<file path="config.mk">
export PLATFORM = sky130hd
export DESIGN_NAME = text_source_measure_validator_core
export DESIGN_NICKNAME = d
export VERILOG_FILES = /design/src/rtl/core/tsmv_pkg.sv /design/src/rtl/core/text_source_measure_validator_core.sv
export SDC_FILE = /design/constraint.sdc
export NUM_CORES = 1
export LEC_CHECK = 0
export BUFFER_PORTS_ARGS = -buffer_cell sky130_fd_sc_hd__buf_2
export CAP_MARGIN = 10
export CORE_ASPECT_RATIO = 0.7
export CORE_MARGIN = 8
export CORE_UTILIZATION = 50
export CTS_CLUSTER_DIAMETER = 80
export DETAILED_ROUTE_END_ITERATION = 16
export PLACE_DENSITY = 0.71
export SKIP_LAST_GASP = 1
export SLEW_MARGIN = 15
export SYNTH_ARGS = -nofsm -noshare
export SYNTH_HDL_FRONTEND = slang
export SYNTH_SLANG_ARGS = --single-unit
</file>
<file path="constraint.sdc">
create_clock -name clk -period 5.9 [get_ports clk]
set_input_delay 0.59 -clock clk [delete_from_list [all_inputs] [get_ports clk]]
set_output_delay 0.59 -clock clk [all_outputs]
set_load 0.1 [all_outputs]
</file>
<file path="src/rtl/core/tsmv_pkg.sv">
`default_nettype none

package tsmv_pkg;

	// Width of the column counters; widths below derive from it.
	localparam int COLUMN_BITS = 16;
	localparam int CMP_W       = (COLUMN_BITS + 1 > 17) ? COLUMN_BITS + 1 : 17;

	localparam logic [31:0] FNV_BASIS = 32'd2166136261;
	localparam logic [31:0] FNV_PRIME = 32'd16777619;

	localparam logic [7:0] CH_NL       = 8'h0a;
	localparam logic [7:0] CH_TAB      = 8'h09;
	localparam logic [7:0] CH_PRINT_LO = 8'h20;
	localparam logic [7:0] CH_PRINT_HI = 8'h7e;

	// Tab stops are a power of two apart.
	localparam int TAB_STOP = 4;

	localparam logic FUNC_BYTE = 1'b0;
	localparam logic FUNC_END  = 1'b1;

	localparam int CFG_DATA_W  = 16;
	localparam int CFG_INDEX_W = 2;

	typedef enum logic [1:0] {
		ST_OK       = 2'd0,
		ST_BAD_CHAR = 2'd1,
		ST_TOO_LONG = 2'd2,
		ST_TOO_MANY = 2'd3
	} status_t;

	typedef enum logic [CFG_INDEX_W-1:0] {
		REG_EDITOR_MODE  = 2'd0,
		REG_COLUMN_LIMIT = 2'd1,
		REG_LINE_LIMIT   = 2'd2
	} cfg_reg_t;

endpackage

`default_nettype wire

</file>
<file path="src/rtl/core/text_source_measure_validator_core.sv">
`default_nettype none

// Channel   Handshake                Payload
// input     in_valid / in_ready      func, data_byte
// output    out_valid / out_ready    result_status, byte_count, line_count,
//                                    widest_line, text_hash
// config    cfg_we                   cfg_index, cfg_data
//
// One item per cycle while no end marker waits: a transfer lands in the input
// register; from there it updates the line/hash state (one constant multiply
// for the hash) and, for an end marker, loads the result register, which raises
// out_valid. An end marker waits in the input register while the result
// register still holds an untaken result; byte items never wait.
// Reset is asynchronous and resets the measurement state, config and valids.

module text_source_measure_validator_core (
	input  wire logic                                 clk,
	input  wire logic                                 arst_n,

	input  wire logic                                 in_valid,
	output logic                                      in_ready,
	input  wire logic                                 func,
	input  wire logic [7:0]                           data_byte,

	output logic                                      out_valid,
	input  wire logic                                 out_ready,
	output logic [1:0]                                result_status,
	output logic [31:0]                               byte_count,
	output logic [31:0]                               line_count,
	output logic [15:0]                               widest_line,
	output logic [31:0]                               text_hash,

	input  wire logic                                 cfg_we,
	input  wire logic [tsmv_pkg::CFG_INDEX_W-1:0]     cfg_index,
	input  wire logic [tsmv_pkg::CFG_DATA_W-1:0]      cfg_data
);

	localparam int CB    = tsmv_pkg::COLUMN_BITS;
	localparam int CMP_W = tsmv_pkg::CMP_W;

	// configuration
	logic        editor_q;
	logic [15:0] col_limit_q;
	logic [15:0] line_limit_q;

	// input register
	logic       valid_s1;
	logic       func_s1;
	logic [7:0] byte_s1;

	// measurement state
	logic [CB-1:0]     col_q, col_n;
	logic [CB-1:0]     max_col_q, max_col_n;
	logic [31:0]       lines_q, lines_n;
	logic [31:0]       bytes_q, bytes_n;
	logic [31:0]       hash_q, hash_n;
	logic              bol_q, bol_n;
	tsmv_pkg::status_t err_q, err_n;

	// result register
	logic              out_valid_q, out_valid_n;
	tsmv_pkg::status_t res_status_q, res_status_n;
	logic [31:0]       res_bytes_q, res_bytes_n;
	logic [31:0]       res_lines_q, res_lines_n;
	logic [15:0]       res_widest_q, res_widest_n;
	logic [31:0]       res_hash_q, res_hash_n;

	logic              adv_s1;
	logic              end_go;
	logic [31:0]       hash_x;
	logic [31:0]       hash_mul;
	logic [CMP_W-1:0]  next_col;
	logic [CMP_W-1:0]  max_wide;
	logic [15:0]       widest_cap;
	logic              is_tab;
	logic              is_print;
	tsmv_pkg::status_t end_status;

	// An end marker moves only when the result register is free or drains.
	assign adv_s1   = valid_s1 && (func_s1 == tsmv_pkg::FUNC_BYTE || !out_valid_q || out_ready);
	assign end_go   = adv_s1 && func_s1 == tsmv_pkg::FUNC_END;
	assign in_ready = !valid_s1 || adv_s1;

	assign hash_x   = hash_q ^ {24'd0, byte_s1};
	assign hash_mul = hash_x * tsmv_pkg::FNV_PRIME;

	assign is_tab   = editor_q && byte_s1 == tsmv_pkg::CH_TAB;
	assign is_print = byte_s1 >= tsmv_pkg::CH_PRINT_LO && byte_s1 <= tsmv_pkg::CH_PRINT_HI;

	assign max_wide   = CMP_W'(max_col_q);
	assign widest_cap = (max_wide > CMP_W'(16'hffff)) ? 16'hffff : max_wide[15:0];

	always_comb begin
		next_col = CMP_W'(col_q) + CMP_W'(1);
		if (is_tab) begin
			next_col = CMP_W'(col_q & ~CB'(tsmv_pkg::TAB_STOP - 1)) + CMP_W'(tsmv_pkg::TAB_STOP);
		end
	end

	always_comb begin
		end_status = err_q;
		if (err_q == tsmv_pkg::ST_OK && !editor_q && lines_q > {16'd0, line_limit_q}) begin
			end_status = tsmv_pkg::ST_TOO_MANY;
		end
	end

	always_comb begin
		col_n     = col_q;
		max_col_n = max_col_q;
		lines_n   = lines_q;
		bytes_n   = bytes_q;
		hash_n    = hash_q;
		bol_n     = bol_q;
		err_n     = err_q;

		if (adv_s1) begin
			if (func_s1 == tsmv_pkg::FUNC_END) begin
				col_n     = '0;
				max_col_n = '0;
				lines_n   = '0;
				bytes_n   = '0;
				hash_n    = tsmv_pkg::FNV_BASIS;
				bol_n     = 1'b1;
				err_n     = tsmv_pkg::ST_OK;
			end else if (err_q == tsmv_pkg::ST_OK) begin
				if (bol_q) begin
					lines_n = (lines_q == '1) ? lines_q : lines_q + 32'd1;
					bol_n   = 1'b0;
				end
				bytes_n = (bytes_q == '1) ? bytes_q : bytes_q + 32'd1;
				hash_n  = hash_mul;
				priority if (byte_s1 == tsmv_pkg::CH_NL) begin
					col_n = '0;
					bol_n = 1'b1;
				end else if (is_tab || is_print) begin
					// saturate at the counter's full scale
					col_n = next_col[CB] ? '1 : next_col[CB-1:0];
					if (col_n > max_col_q) begin
						max_col_n = col_n;
					end
					if (!editor_q && next_col > CMP_W'(col_limit_q)) begin
						err_n = tsmv_pkg::ST_TOO_LONG;
					end
				end else begin
					err_n = tsmv_pkg::ST_BAD_CHAR;
				end
			end
		end
	end

	always_comb begin
		out_valid_n  = out_valid_q && !out_ready;
		res_status_n = res_status_q;
		res_bytes_n  = res_bytes_q;
		res_lines_n  = res_lines_q;
		res_widest_n = res_widest_q;
		res_hash_n   = res_hash_q;
		if (end_go) begin
			out_valid_n  = 1'b1;
			res_status_n = end_status;
			if (end_status == tsmv_pkg::ST_OK) begin
				res_bytes_n  = bytes_q;
				res_lines_n  = lines_q;
				res_widest_n = widest_cap;
				res_hash_n   = hash_q;
			end else begin
				res_bytes_n  = '0;
				res_lines_n  = '0;
				res_widest_n = '0;
				res_hash_n   = '0;
			end
		end
	end

	always_ff @(posedge clk or negedge arst_n) begin
		if (!arst_n) begin
			editor_q     <= 1'b0;
			col_limit_q  <= 16'd80;
			line_limit_q <= 16'd23;
		end else if (cfg_we) begin
			unique case (cfg_index)
				tsmv_pkg::REG_EDITOR_MODE:  editor_q     <= cfg_data[0];
				tsmv_pkg::REG_COLUMN_LIMIT: col_limit_q  <= cfg_data[15:0];
				tsmv_pkg::REG_LINE_LIMIT:   line_limit_q <= cfg_data[15:0];
				default: ;
			endcase
		end
	end

	always_ff @(posedge clk or negedge arst_n) begin
		if (!arst_n) begin
			valid_s1 <= 1'b0;
		end else if (in_ready) begin
			valid_s1 <= in_valid;
		end
	end

	always_ff @(posedge clk) begin
		if (in_ready && in_valid) begin
			func_s1 <= func;
			byte_s1 <= data_byte;
		end
	end

	always_ff @(posedge clk or negedge arst_n) begin
		if (!arst_n) begin
			col_q       <= '0;
			max_col_q   <= '0;
			lines_q     <= '0;
			bytes_q     <= '0;
			hash_q      <= tsmv_pkg::FNV_BASIS;
			bol_q       <= 1'b1;
			err_q       <= tsmv_pkg::ST_OK;
			out_valid_q <= 1'b0;
		end else begin
			col_q       <= col_n;
			max_col_q   <= max_col_n;
			lines_q     <= lines_n;
			bytes_q     <= bytes_n;
			hash_q      <= hash_n;
			bol_q       <= bol_n;
			err_q       <= err_n;
			out_valid_q <= out_valid_n;
		end
	end

	always_ff @(posedge clk) begin
		res_status_q <= res_status_n;
		res_bytes_q  <= res_bytes_n;
		res_lines_q  <= res_lines_n;
		res_widest_q <= res_widest_n;
		res_hash_q   <= res_hash_n;
	end

	assign out_valid     = out_valid_q;
	assign result_status = res_status_q;
	assign byte_count    = res_bytes_q;
	assign line_count    = res_lines_q;
	assign widest_line   = res_widest_q;
	assign text_hash     = res_hash_q;

	// a result that is still held blocks a pending end marker
	a_end_stall: assert property (@(posedge clk) disable iff (!arst_n)
		(out_valid_q && !out_ready && valid_s1 && func_s1 == tsmv_pkg::FUNC_END) |-> !in_ready)
		else $error("end marker advanced over a held result");

	a_err_zero: assert property (@(posedge clk) disable iff (!arst_n)
		(out_valid_q && res_status_q != tsmv_pkg::ST_OK) |->
		(res_bytes_q == '0 && res_lines_q == '0 && res_widest_q == '0 && res_hash_q == '0))
		else $error("error result carries nonzero metrics");

	a_err_latch: assert property (@(posedge clk) disable iff (!arst_n)
		(err_q != tsmv_pkg::ST_OK && !end_go) |=> (err_q == $past(err_q)))
		else $error("latched error changed before end of source");

	a_bol_col: assert property (@(posedge clk) disable iff (!arst_n)
		bol_q |-> col_q == '0)
		else $error("column nonzero at line start");

endmodule

`default_nettype wire
</file>
## After elaboration in Yosys (flattened, before gate mapping)

Cells that the tools add are included.
W data, S select, Z words.

- Add/subtract/negate cells: 4
- Multiply operators: 1
- $lt $le $gt $ge: 6
- Eq/ne operators: 10
- Mux-type cells: 31
- Bitwise operators: 2
- Reduce and logical (&&, ||, !) cells: 34

Operators by type and width:

| operator | number |
|---|---|
| $mux W32 | 9 |
| $mux W16 | 11 |
| $add A32 B1 Y32 const B | 2 |
| $eq A32 B32 Y1 const B | 2 |
| $gt A32 B16 Y1 | 1 |
| $mul A32 B25 Y32 const B | 1 |
| $xor A32 B8 Y32 | 1 |
| $add A16 B1 Y17 const B | 1 |
| $add A16 B3 Y17 const B | 1 |
| $gt A17 B16 Y1 | 1 |
| $mux W17 | 1 |
| $eq A8 B4 Y1 const B | 2 |
| $gt A16 B16 Y1 | 1 |
| $gt A16 B16 Y1 const B | 1 |
| $mux W2 | 6 |
| $logic_and A1 B1 Y1 | 9 |
| $ge A8 B6 Y1 const B | 1 |
| $le A8 B7 Y1 const B | 1 |
| $reduce_and A2 Y1 | 4 |
| $reduce_and A4 Y1 | 2 |
| $reduce_bool A2 Y1 | 4 |
| $logic_not A2 Y1 | 3 |
| $ne A2 B2 Y1 const B | 3 |
| $reduce_and A3 Y1 | 2 |
| 9 further kinds | 18 |

- Bits in registers: 289
- Input bits: 32
- Output and inout port bits: 116
- Word-level logic and storage cells: 107

## Longest topological paths before layout

- Word-level depth: 10
- Mapped depth: 21
- Depth with buffers taken out: 21

## Worst setup path after synthesis

No wires, ideal clock.

- Path type: register to register
- Start: reg hash_q[6]
- End: reg hash_q[24]
- Library setup time: 0.093 ns
- Data arrival time: 5.654 ns
- Data required time: 5.807 ns
- Path slack: 0.153 ns
- Stages on the path, launching flop included: 20
- Path buffers: 1
- Clock period less this slack: 5.747 ns
- Cell sequence: dfstp_2 > xor2_1 > ha_1 > ha_1 > fa_1 > ha_1 > fa_1 > ha_1 > inv_1 > fa_1 > inv_1 > ha_1 > and3_2 > dlygate4sd3_1 > and3_1 > a211oi_1 > o21bai_1 > a21oi_1 > xor2_1 > a21oi_1

- Word-level cells in the longest chain between the ends: 4

Ends and longest elaborated chain:

| element | line | source |
|---|---|---|
| from (decl) | text_source_measure_validator_core.sv:56 | `logic [31:0] hash_q, hash_n;` |
| from (signal assigned) | text_source_measure_validator_core.sv:211 | `hash_q <= tsmv_pkg::FNV_BASIS;` |
| from (signal assigned) | text_source_measure_validator_core.sv:220 | `hash_q <= hash_n;` |
| $xor A32 B8 Y32 | text_source_measure_validator_core.sv:84 | `assign hash_x = hash_q ^ {24'd0, byte_s1};` |
| $mul A32 B25 Y32 | text_source_measure_validator_core.sv:85 | `assign hash_mul = hash_x * tsmv_pkg::FNV_PRIME;` |
| $mux W32 | text_source_measure_validator_core.sv:125 | `end else if (err_q == tsmv_pkg::ST_OK) begin` |
| $mux W32 | text_source_measure_validator_core.sv:117 | `if (func_s1 == tsmv_pkg::FUNC_END) begin` |

No other way between the ends. The select of a mux whose other input is x is not followed.
A chain may end at the register's enable or synchronous reset.

## Final worst setup path

- Start: reg byte_s1[4]
- End: reg hash_q[23]

- Word-level cells in the longest chain between the ends: 4

Ends and longest elaborated chain:

| element | line | source |
|---|---|---|
| from (decl) | text_source_measure_validator_core.sv:49 | `logic [7:0] byte_s1;` |
| from (signal assigned) | text_source_measure_validator_core.sv:201 | `byte_s1 <= data_byte;` |
| $xor A32 B8 Y32 | text_source_measure_validator_core.sv:84 |  |
| $mul A32 B25 Y32 | text_source_measure_validator_core.sv:85 |  |
| $mux W32 | text_source_measure_validator_core.sv:125 |  |
| $mux W32 | text_source_measure_validator_core.sv:117 |  |

No other way between the ends. The select of a mux whose other input is x is not followed.

==> impl_results.md <==
- Post-route worst setup slack: 0.246 ns
- Count of distinct cell types in the synthesized netlist: 78
- Total number of placement rows: 59
- Number of optimization iterations in the first detailed-route pass: 5
- Setup TNS: 0 ns
- DIE AREA: 44,500 um^2
- Part of the Yosys area used for sequential elements: 41.5%
- DP HPWL: 35,000 um
- Chip width: 249 um
- Hold Vio Cnt, Final: 0
- Leading cell types in the layout, fill and taps excluded: 257 x inv_1, 237 x ha_1, 146 x buf_2
- Cells along the critical path: xor2_4 > ha_1 > ha_1 > fa_1 > ha_1 > fa_1 > ha_1 > inv_1 > fa_1 > inv_1 > ha_1 > a21oi_1 > nand2_1 > a221o_2 > o2bb2ai_1 > a21o_1 > a21oi_1 > o21ai_1 > a32o_1
- Total standard cell area after synthesis: 19,000 um^2
- Residual antenna-violating net count after detailed routing: 0
- Wire length of the first global-routing pass: 72,800 um
- Number of enable-type register cells in the synthesized netlist: 123
- Mapped Nets: 2,099
- Cell with the largest stage delay on the worst path: edfxtp_1
- Weighted congestion at the end of routability-driven global placement: 0.907
- Normalized max-slew margin: 25.1%
- Startpoint Class: register
- Final Max Slew Viols: 0
- Detailed router's first-iteration violation count: 956
- Cell area after placement: 20,300 um^2
- Tcrit/Tclk final: 95.8%
- Finished Cell Area: 21,400 um^2
- Vias after detailed routing: 13.1k
- Number of buffers inserted for hold repair after clock tree synthesis: 0
- Total of endpoints with negative setup slack in the final report: 0
- Sum of buffers and inverters on the critical path: 2
- Result of the run: complete, no violations
- Most frequent cell on the critical path: ha_1
- Clock root buffer master: clkbuf_16
- CP top delay family: adder cells
- Most common flop cell mapped by yosys: dfrtp_1
- Clock tree from TritonCTS: done
- Critical path required time: 6.36 ns
- Initial core utilization: 50.8%
- Startpoint of the most critical register-to-register path: byte_s1[4]
- Sinks on Clock Net: 289
- H-tree lvl count: 1
- End of the worst register-to-register path: hash_q[23]
- Max Freq: 0.177 GHz
- Synth Warn #: 0
- Pre-CTS WS: 0.119 ns
- Total clock buffers created by CTS: 31
- Synth Register Bits: 289
- Clock tree skew after final layout: 0.0143 ns
- Ratio of cells with drive above 1 in the final layout: 16.6%
- Final WL: 45,400 um
- Syn_area_per_cell: 10.8 um^2
- Commonest non-fill, non-tap cell in the layout: inv_1
- Critical path start-end classification: reg -> reg
- Total of max-cap violations: 0
- Die span in y: 179 um
- Largest stage delay on the critical path: 0.53 ns
- Post-route DRC: 0
- GRT Residual Overflow: 0
- Worst hold path class: in -> async
- Total of buffers placed on input and output ports: 147
- Depth of the most critical reg-to-reg path: 19
- CP endpoint kind: register
- Diode count: 0
- Global-route usage over all layers: 20.3%
- Vias per inst: 5.39
- Number of global-route vias before repair: 13.1k
- Clock transition at the registers of the reported paths: 0.06 ns
- Wire length per cell: 18.6 um
- Net count, final: 2,264
- Data arrival time at the worst-slack endpoint: 6.11 ns
- Core outline area: 37,300 um^2
- I/O pin total: 148
- Worst Path Max Fanout: 6
- Flop-to-flop setup slack: 0.25 ns
- Share of synthesized registers carrying an async set or reset: 57.4%
- Gate count after technology mapping: 1,756
- Layout overhead on the synthesized area: 13.0%
- Final period demand of the worst path: 5.65 ns
- Clk_lat worst skew: 0.58 ns
- Pin count of the biggest net entering global routing: 101
- Buffer levels on the longest clock path: 3
- Number of antenna violations at the first check in global routing: 0
- Actual slew at the worst max-slew pin: 1.12 ns
- Unrepaired setup endpoints after global routing: no
## per-stage QoR
stage	std cells	hold slack, ns	utilization (%)
CTS	2433	0.146	57.2
finish	2434	0.104	57.5
global placement	2375	0.464	54.6
global route	2434	0.178	57.5
floorplan	1756	0.294	-
detailed placement	2375	0.472	54.6
## timing repair
| item | CTS | global route |
|---|---|---|
| endpoints found under the setup margin | 0 | 7 |
| resized for setup | 0 | 12 |
| buffers inserted | 0 | 1 |
## cells by family after synthesis
kind of cell	synth area share (%)
multiplexers	2.02
AND/OR/NAND/NOR	13.9
AO/OA/AOI/OAI	7.29
XOR/XNOR	5.64
adder cells (fa/ha/maj)	23.5
buffers and inverters	6.13
flip-flops	41.5
## synthesized netlist by cell type, types with 4 or more instances
| cell | number | area [um^2] |
|---|---|---|
| inv_1 | 259 | 972 |
| ha_1 | 237 | 2970 |
| dfrtp_1 | 145 | 3630 |
| edfxtp_1 | 123 | 3690 |
| nor2_1 | 108 | 405 |
| and2_1 | 101 | 632 |
| nand2_1 | 81 | 304 |
| fa_1 | 74 | 1480 |
| xor2_1 | 68 | 596 |
| xnor2_1 | 54 | 473 |
| nand3_1 | 53 | 265 |
| o21ai_0 | 46 | 230 |
| a21oi_1 | 43 | 215 |
| mux2_2 | 34 | 383 |
| nor4_1 | 29 | 181 |
| clkbuf_1 | 27 | 101 |
| nand2b_1 | 25 | 156 |
| nand4_1 | 23 | 144 |
| dfstp_2 | 21 | 552 |
| a21o_1 | 19 | 143 |
| a22o_1 | 15 | 131 |
| nor3_1 | 13 | 65.1 |
| o31ai_1 | 12 | 90.1 |
| and3_1 | 11 | 68.8 |
| and4_1 | 9 | 78.8 |
| clkbuf_2 | 9 | 45.0 |
| nor2b_1 | 9 | 56.3 |
| a211oi_1 | 6 | 45.0 |
| buf_2 | 6 | 30.0 |
| o21a_1 | 6 | 45.0 |
| or2_2 | 6 | 37.5 |
| o21bai_1 | 5 | 37.5 |
| or3_1 | 5 | 31.3 |
| nand3b_1 | 4 | 30.0 |
| o2111ai_1 | 4 | 35.0 |
| o21ai_1 | 4 | 20.0 |
## worst max-delay path by stage
stage,cells after the start,end,start,slack [ns]
4_1_cts,19,hash_q[23],byte_s1[1],0.08
2_1_floorplan,19,hash_q[24],hash_q[6],0.15
6_report,19,hash_q[23],byte_s1[4],0.25
5_1_grt,21,hash_q[30],hash_q[7],0.01
3_3_place_gp,19,hash_q[23],byte_s1[1],0.23
3_5_place_dp,19,hash_q[23],byte_s1[1],0.12
## sequential cells by signal, indices dropped and copies added, names as in the netlist, 32 cells and up
register    cells
byte_count     32
line_count     32
text_hash      32
hash_q         32
lines_q        32
bytes_q        32
## per-layer routing
metal / up-vias / track usage (%) / share of wire (%)
met3: 57 / 3.92 / 6.5
met4: 0 / 4.16 / 2.0
met2: 372 / 30.9 / 43
li1: 6296 / - / -
met5: - / 0 / 0
met1: 6406 / 30.0 / 49
## cell type report
class | count | area (um^2)
Tap cell | 488 | 611
Clock inverter | 17 | 121
Fill cell | 3082 | 15900
Sequential cell | 289 | 7870
Clock buffer | 41 | 853
Timing Repair Buffer | 176 | 960
Multi-Input combinational cell | 1164 | 10000
Inverter | 259 | 977
Power is not shown: default switching activity piles up to over one toggle a cycle in this logic, so the estimate is an artifact.
